==> src/rtl/shs_pkg.sv <==
// ============================================================================
// shs_pkg
// Shared types and constants for the stepper homing sequencer: register
// indexes, motor command codes, the phase encoding and the result record.
// ============================================================================
package shs_pkg;

    // Configuration port geometry.
    localparam int unsigned CfgIndexWidth = 3;
    localparam int unsigned CfgDataWidth  = 24;

    // Register indexes on the configuration port.
    localparam logic [CfgIndexWidth-1:0] REG_STABLE_THRESHOLD = 3'd0;
    localparam logic [CfgIndexWidth-1:0] REG_TRIGGERED_LEVEL  = 3'd1;
    localparam logic [CfgIndexWidth-1:0] REG_FAST_SPEED_HZ    = 3'd2;
    localparam logic [CfgIndexWidth-1:0] REG_SLOW_SPEED_HZ    = 3'd3;
    localparam logic [CfgIndexWidth-1:0] REG_BACKOFF_STEPS    = 3'd4;

    // Register reset values.
    localparam logic [7:0]         STABLE_THRESHOLD_RST = 8'd10;
    localparam logic               TRIGGERED_LEVEL_RST  = 1'b0;
    localparam logic [23:0]        FAST_SPEED_HZ_RST    = 24'd1000;
    localparam logic [23:0]        SLOW_SPEED_HZ_RST    = 24'd100;
    localparam logic signed [23:0] BACKOFF_STEPS_RST    = 24'sd200;

    // Debounce counter saturation point.
    localparam logic [7:0] STABLE_COUNT_MAX = 8'd255;

    // Motor command codes.
    typedef enum logic [2:0] {
        CMD_NONE    = 3'd0,
        CMD_FAST    = 3'd1,
        CMD_BACKOFF = 3'd2,
        CMD_SLOW    = 3'd3,
        CMD_STOP    = 3'd4
    } motor_cmd_t;

    // Phase codes as they appear on the result item.
    localparam logic [1:0] PHASE_CODE_WAIT    = 2'd0;
    localparam logic [1:0] PHASE_CODE_FAST    = 2'd1;
    localparam logic [1:0] PHASE_CODE_BACKOFF = 2'd2;
    localparam logic [1:0] PHASE_CODE_SLOW    = 2'd3;

    // Sequencer state, one-hot.
    typedef enum logic [3:0] {
        PH_WAIT    = 4'b0001,
        PH_FAST    = 4'b0010,
        PH_BACKOFF = 4'b0100,
        PH_SLOW    = 4'b1000
    } phase_t;

    // One result item.
    typedef struct packed {
        logic [1:0]         phase;
        logic               press_event;
        logic signed [23:0] move_steps;
        logic [23:0]        speed_hz;
        motor_cmd_t         motor_command;
    } result_t;

    // Width of the packed result and of the output tdata bus.
    localparam int unsigned ResultWidth = $bits(result_t);
    localparam int unsigned MDataWidth  = ((ResultWidth + 7) / 8) * 8;

    // Map the one-hot phase to its two-bit code.
    function automatic logic [1:0] phase_code(input phase_t ph);
        logic [1:0] code;
        case (ph)
            PH_WAIT:    code = PHASE_CODE_WAIT;
            PH_FAST:    code = PHASE_CODE_FAST;
            PH_BACKOFF: code = PHASE_CODE_BACKOFF;
            PH_SLOW:    code = PHASE_CODE_SLOW;
            default:    code = PHASE_CODE_WAIT;
        endcase
        return code;
    endfunction

endpackage

==> src/rtl/stepper_homing_sequencer.sv <==
// ============================================================================
// stepper_homing_sequencer
// Debounced home switch plus homing sequencer, one result item per sample.
// ============================================================================
// Each input item is one sampling tick and yields exactly one result item.
// The block takes one item per clock while the result side keeps taking
// items: an item is held in the input register, where the debouncer and the
// phase machine evaluate it combinationally, and the result is held in the
// output register until it is taken. Write configuration only while no item
// is in flight.
module stepper_homing_sequencer (
    input  logic                                  aclk,
    input  logic                                  aresetn,
    // Configuration write port.
    input  logic                                  cfg_wr_en,
    input  logic [shs_pkg::CfgIndexWidth-1:0]     cfg_index,
    input  logic [shs_pkg::CfgDataWidth-1:0]      cfg_wdata,
    // Sample input.
    input  logic                                  s_axis_tvalid,
    output logic                                  s_axis_tready,
    input  logic [7:0]                            s_axis_tdata,  // home_level, motor_running
    // Result output.
    output logic                                  m_axis_tvalid,
    input  logic                                  m_axis_tready,
    output logic [shs_pkg::MDataWidth-1:0]        m_axis_tdata   // motor_command, speed_hz,
                                                                 // move_steps, press_event, phase
);
    import shs_pkg::*;

    // Configuration registers.
    logic [7:0]         stable_threshold_reg;
    logic               triggered_level_reg;
    logic [23:0]        fast_speed_hz_reg;
    logic [23:0]        slow_speed_hz_reg;
    logic signed [23:0] backoff_steps_reg;

    // Input stage.
    logic in_valid_reg;
    logic in_level_reg;
    logic in_running_reg;

    // Output stage.
    logic                  out_valid_reg;
    logic [MDataWidth-1:0] out_data_reg;

    logic    advance;
    logic    press;
    result_t result;

    // Configuration writes; unknown indexes are dropped.
    always_ff @(posedge aclk) begin
        if (!aresetn) begin
            stable_threshold_reg <= STABLE_THRESHOLD_RST;
            triggered_level_reg  <= TRIGGERED_LEVEL_RST;
            fast_speed_hz_reg    <= FAST_SPEED_HZ_RST;
            slow_speed_hz_reg    <= SLOW_SPEED_HZ_RST;
            backoff_steps_reg    <= BACKOFF_STEPS_RST;
        end else if (cfg_wr_en) begin
            case (cfg_index)
                REG_STABLE_THRESHOLD: stable_threshold_reg <= cfg_wdata[7:0];
                REG_TRIGGERED_LEVEL:  triggered_level_reg  <= cfg_wdata[0];
                REG_FAST_SPEED_HZ:    fast_speed_hz_reg    <= cfg_wdata[23:0];
                REG_SLOW_SPEED_HZ:    slow_speed_hz_reg    <= cfg_wdata[23:0];
                REG_BACKOFF_STEPS:    backoff_steps_reg    <= $signed(cfg_wdata[23:0]);
                default: ;
            endcase
        end
    end

    // The held item moves on when the output register is free or being emptied.
    assign advance       = in_valid_reg && (!out_valid_reg || m_axis_tready);
    assign s_axis_tready = !in_valid_reg || advance;

    // Input register.
    always_ff @(posedge aclk) begin
        if (!aresetn) begin
            in_valid_reg <= 1'b0;
        end else if (s_axis_tready) begin
            in_valid_reg <= s_axis_tvalid;
        end
    end

    always_ff @(posedge aclk) begin
        if (s_axis_tready && s_axis_tvalid) begin
            in_level_reg   <= s_axis_tdata[0];
            in_running_reg <= s_axis_tdata[1];
        end
    end

    shs_debounce u_debounce (
        .aclk             (aclk),
        .aresetn          (aresetn),
        .advance          (advance),
        .level            (in_level_reg),
        .stable_threshold (stable_threshold_reg),
        .triggered_level  (triggered_level_reg),
        .press            (press)
    );

    shs_sequencer u_sequencer (
        .aclk          (aclk),
        .aresetn       (aresetn),
        .advance       (advance),
        .press         (press),
        .running       (in_running_reg),
        .fast_speed_hz (fast_speed_hz_reg),
        .slow_speed_hz (slow_speed_hz_reg),
        .backoff_steps (backoff_steps_reg),
        .result        (result)
    );

    // Output register.
    always_ff @(posedge aclk) begin
        if (!aresetn) begin
            out_valid_reg <= 1'b0;
        end else if (advance) begin
            out_valid_reg <= 1'b1;
        end else if (m_axis_tready) begin
            out_valid_reg <= 1'b0;
        end
    end

    always_ff @(posedge aclk) begin
        if (advance) begin
            out_data_reg <= {{(MDataWidth-ResultWidth){1'b0}}, result};
        end
    end

    assign m_axis_tvalid = out_valid_reg;
    assign m_axis_tdata  = out_data_reg;

endmodule

==> src/rtl/shs_debounce.sv <==
// ============================================================================
// shs_debounce
// Counts consecutive stable samples of the home switch and raises at most one
// press per stable stretch at the triggered level, none for the stretch that follows reset.
// ============================================================================
module shs_debounce (
    input  logic       aclk,
    input  logic       aresetn,
    input  logic       advance,
    input  logic       level,
    input  logic [7:0] stable_threshold,
    input  logic       triggered_level,
    output logic       press
);
    import shs_pkg::*;

    logic       last_level_reg,   last_level_next;
    logic       primed_reg,       primed_next;
    logic [7:0] stable_count_reg, stable_count_next;
    logic       reported_reg,     reported_next;

    logic ref_level;
    logic changed;
    logic reported_mid;

    // The first sample after reset primes the reference level.
    always_comb begin
        ref_level         = primed_reg ? last_level_reg : level;
        changed           = (level != ref_level);
        last_level_next   = level;
        primed_next       = 1'b1;
        if (changed) begin
            stable_count_next = '0;
            reported_mid      = 1'b0;
        end else begin
            reported_mid      = reported_reg;
            if (stable_count_reg != STABLE_COUNT_MAX) begin
                stable_count_next = stable_count_reg + 8'd1;
            end else begin
                stable_count_next = stable_count_reg;
            end
        end
        press = (stable_count_next > stable_threshold) && !reported_mid &&
                (level == triggered_level);
        reported_next = reported_mid | press;
    end

    // Debounce state moves only when the item leaves the input stage.
    always_ff @(posedge aclk) begin
        if (!aresetn) begin
            last_level_reg   <= 1'b0;
            primed_reg       <= 1'b0;
            stable_count_reg <= '0;
            reported_reg     <= 1'b1;
        end else if (advance) begin
            last_level_reg   <= last_level_next;
            primed_reg       <= primed_next;
            stable_count_reg <= stable_count_next;
            reported_reg     <= reported_next;
        end
    end

endmodule

==> src/rtl/shs_sequencer.sv <==
// ============================================================================
// shs_sequencer
// Four-phase homing state machine: start press, fast reverse, back-off,
// slow reverse, zero and disable.
// ============================================================================
module shs_sequencer (
    input  logic                  aclk,
    input  logic                  aresetn,
    input  logic                  advance,
    input  logic                  press,
    input  logic                  running,
    input  logic [23:0]           fast_speed_hz,
    input  logic [23:0]           slow_speed_hz,
    input  logic signed [23:0]    backoff_steps,
    output shs_pkg::result_t      result
);
    import shs_pkg::*;

    phase_t phase_reg, phase_next;

    // Next phase and the command that goes with the transition.
    always_comb begin
        phase_next           = phase_reg;
        result.motor_command = CMD_NONE;
        result.speed_hz      = '0;
        result.move_steps    = '0;
        case (phase_reg)
            PH_WAIT: begin
                if (press) begin
                    result.motor_command = CMD_FAST;
                    result.speed_hz      = fast_speed_hz;
                    phase_next           = PH_FAST;
                end
            end
            PH_FAST: begin
                if (press) begin
                    result.motor_command = CMD_BACKOFF;
                    result.move_steps    = backoff_steps;
                    phase_next           = PH_BACKOFF;
                end
            end
            PH_BACKOFF: begin
                if (!running) begin
                    result.motor_command = CMD_SLOW;
                    result.speed_hz      = slow_speed_hz;
                    phase_next           = PH_SLOW;
                end
            end
            PH_SLOW: begin
                if (press) begin
                    result.motor_command = CMD_STOP;
                    phase_next           = PH_WAIT;
                end
            end
            default: begin
                phase_next = PH_WAIT;
            end
        endcase
        result.press_event = press;
        result.phase       = phase_code(phase_next);
    end

    always_ff @(posedge aclk) begin
        if (!aresetn) begin
            phase_reg <= PH_WAIT;
        end else if (advance) begin
            phase_reg <= phase_next;
        end
    end

endmodule

==> config.mk <==
export PLATFORM = sky130hd
export DESIGN_NAME = stepper_homing_sequencer
export DESIGN_NICKNAME = d
export VERILOG_FILES = /design/src/rtl/shs_pkg.sv /design/src/rtl/stepper_homing_sequencer.sv /design/src/rtl/shs_debounce.sv /design/src/rtl/shs_sequencer.sv
export SDC_FILE = /design/constraint.sdc
export NUM_CORES = 1
export LEC_CHECK = 0
export BUFFER_PORTS_ARGS = -buffer_cell sky130_fd_sc_hd__buf_2
export CORE_UTILIZATION = 50
export CTS_BUF_LIST = sky130_fd_sc_hd__clkbuf_8
export DETAILED_ROUTE_END_ITERATION = 10
export PLACE_DENSITY = 0.79
export SETUP_SLACK_MARGIN = 0.4
export SLEW_MARGIN = 0
export SYNTH_ARGS = -nofsm -noshare
export SYNTH_HDL_FRONTEND = slang
export SYNTH_HIERARCHICAL = 1
export SYNTH_SLANG_ARGS = --single-unit
==> constraint.sdc <==
create_clock -name aclk -period 4.7 [get_ports aclk]
set_clock_uncertainty 0.15 [all_clocks]
set_input_delay 0 -clock aclk [delete_from_list [all_inputs] [get_ports aclk]]
set_output_delay 0 -clock aclk [all_outputs]
set_load 0.005 [all_outputs]
==> out/qor.yml <==
placed_design:
  placed_cells: 818
  globalplace.congestion: 0.865
  place_ws_ps: 469
  port_buffers: 89
  hpwl_mm: 8.95
yosys:
  synth_area_mm2: 0.00667
  synth-seq-cells: 154
  yosysSeqAreaShare: 0.546
  syn_area_per_cell_um2: 11.2
  ys_types: 67
  syn-instance-count: 593
  yosysWarnings: 6
  async_reset_ff_frac: 0
  synth_edf_count: 56
  synth-main-ff-cell: "dfxtp_1"
floorplan:
  rows: 41
  fp.dieW_um: 118
  ios: 98
  fp.dieH_um: 118
  dieArea_mm2: 0.0138
  initial_core_util: 0.520
  core_area_mm2: 0.0128
critical_path:
  crit_family: "simple AND/OR/NAND/NOR gates"
  required_ps: 4870
  worstPathArrival_ps: 4180
  crit_chain: "ha_2 -> nand3_1 -> o21ai_1 -> xor2_1 -> nor2_1 -> ha_1 -> and4_1 -> a221o_1 -> a21oi_2 -> nand2b_1 -> nor3_2 -> buf_4 -> and2_1"
  critPathMaxStageDelay_ps: 500
  critPathKind: "reg -> reg"
  slowest_stage: "dfxtp_1"
  cp_num_buf_inv: 1
  cp-start-kind: "register"
  end_kind: "register"
  crit_fanout: 25
cells_and_area:
  fillers: 1062
  finalCoreUtilization: 0.608
  n_antenna_cell: 0
  final_cells: 884
  syn2layout_area_growth_pct: 17.0
  final_common_cell: "nand2_1"
  final_cell_mix: "nand2_1, dfxtp_1, buf_2"
  largest_reg_flops: 54
  fin_nets: 748
  drive_above_1_share: 0.197
timing:
  worst_slew_pin_slew_ps: 1180
  final_max_slew_viol_count: 0
  max_freq_mhz: 249
  min_period_over_period: 0.854
  setup_violations: 0
  fin_tns_setup_ps: 0
  period_needed_ps: 4010
  rsz0062_at_grt: "false"
  fin_hold_ws_ps: 116
  finalHoldViolCount: 0
  setup_ws_ps: 685
  max_slew_margin: 0.211
flow_run:
  maxCapViolCount: 0
clock_network:
  clkSinkCount: 154
  root_buffer: "clkbuf_8"
  clk_pin_slew_ps: 80
  cts_buffers: 17
  post_cts_buffers: 0
  tritoncts: "yes"
  ctsHtreeMaxLevel: 4
  clock_latency_ps: 450
  cts_buffer_depth: 2
pwr:
  ir_drop_v: 0.000187
  p_leak_nw: 3.27
  power_density_mw_per_mm2: 313
global_route:
  grt_pass1_vias: 4640
  met2_usage: 0.350
  grt_first_pass_wirelength_mm: 23.0
  grt_max_degree: 93
  antenna_found_initial: 0
  grtUsageMet1: 0.266
  grt_usage: 0.212
  met3_usage: 0.0547
  gr-total-overflow: 0
  grt_most_used_layer: "met2"
routing:
  drtIter0Drc: 454
  vias: 4794
  post_drt_via_cell_ratio: 5.42
  drtAntennaViolNets: 0
  wl_mm: 14.1
  wl_per_cell_um: 15.9
  drt_drc_violations_left: 0
  first_pass_iters: 5
outcome:
  status: "finished clean"
hold_path:
  min_path_type: "in -> reg"
## worst register-to-register path, cell delays in order (launching register included)
cell	delay, ps
dfxtp_1	500
ha_2	330
nand3_1	220
o21ai_1	330
xor2_1	210
nor2_1	80
ha_1	300
and4_1	170
a221o_1	330
a21oi_2	310
nand2b_1	220
nor3_2	230
buf_4	320
and2_1	200
## per-stage QoR
step / power, mW / cell area (um2)
after floorplan: 1.56 / 6680
after global placement: 1.61 / 7130
after detailed placement: 1.62 / 7130
after CTS: 2.46 / 7800
after global routing: 2.54 / 7800
final: 2.45 / 7800
## Yosys cell counts (5+ instances only)
master,number,area (um2)
and2_1,25,156
buf_2,18,90.1
o22ai_1,5,31.3
nand2_1,101,379
clkbuf_1,10,37.5
nand3b_1,5,37.5
nor3_1,5,25.0
a22o_1,24,210
a21oi_1,9,45.0
inv_1,11,41.3
ha_1,9,113
nor2_1,13,48.8
nand2b_1,6,37.5
mux2i_1,84,841
buf_6,6,67.6
dfxtp_1,98,1960
buf_4,10,75.1
nor2b_1,26,163
edfxtp_1,56,1680
## per-layer routing
metal | vias up | share of wire
li1 | 2301 | -
met1 | 2296 | 0.44
met2 | 173 | 0.49
met3 | 24 | 0.054
met4 | 0 | 0.017
met5 | - | 0
## timing repair
item                                    4_1_cts  5_1_grt
hold endpoints to repair                     88        0
gates resized for setup                       0        2
hold buffers                                 34        0
endpoints found under the setup margin        0       51
## logic make-up (layout without fill, tap and decap cells)
family	Yosys count	in the layout	share of synthesized area
compound gates	71	71	0.0842
xor+xnor	5	5	0.00657
fa+ha+maj	9	9	0.0169
buf+inv	55	173	0.0467
flops	154	154	0.546
mux	84	84	0.126
other cells	1	2	0.000562
simple gates	214	214	0.173
## cell type report
cell class              count  area [um2]  share of cell area
clock buffers              20         275              0.0353
multi-input cells         385        2740               0.351
well taps                 172         215              0.0276
clock inverters            12        48.8             0.00625
inverters                  11        41.3             0.00529
repair buffers            130         841               0.108
flip-flops and latches    154        3640               0.467
## worst paths after layout
path	start	endpoint	slack, ps	depth (start not counted)
setup / recovery	u_debounce/stable_count_reg[0]	m_axis_tdata[50]	690	13
hold reg to reg	backoff_steps_reg[5]	backoff_steps_reg[5]	310	2
setup reg to reg	u_debounce/stable_count_reg[0]	m_axis_tdata[50]	690	13
hold / removal	s_axis_tdata[0]	in_level_reg	120	2
## power breakdown
group	internal, mW	leakage, nW	switching [mW]
Clock	0.387	0.200	0.446
Combinational	0.0800	1.74	0.0965
Sequential	1.42	1.33	0.0203
Total	1.88	3.27	0.563
No activity file was read; power rests on OpenSTA's default activity.
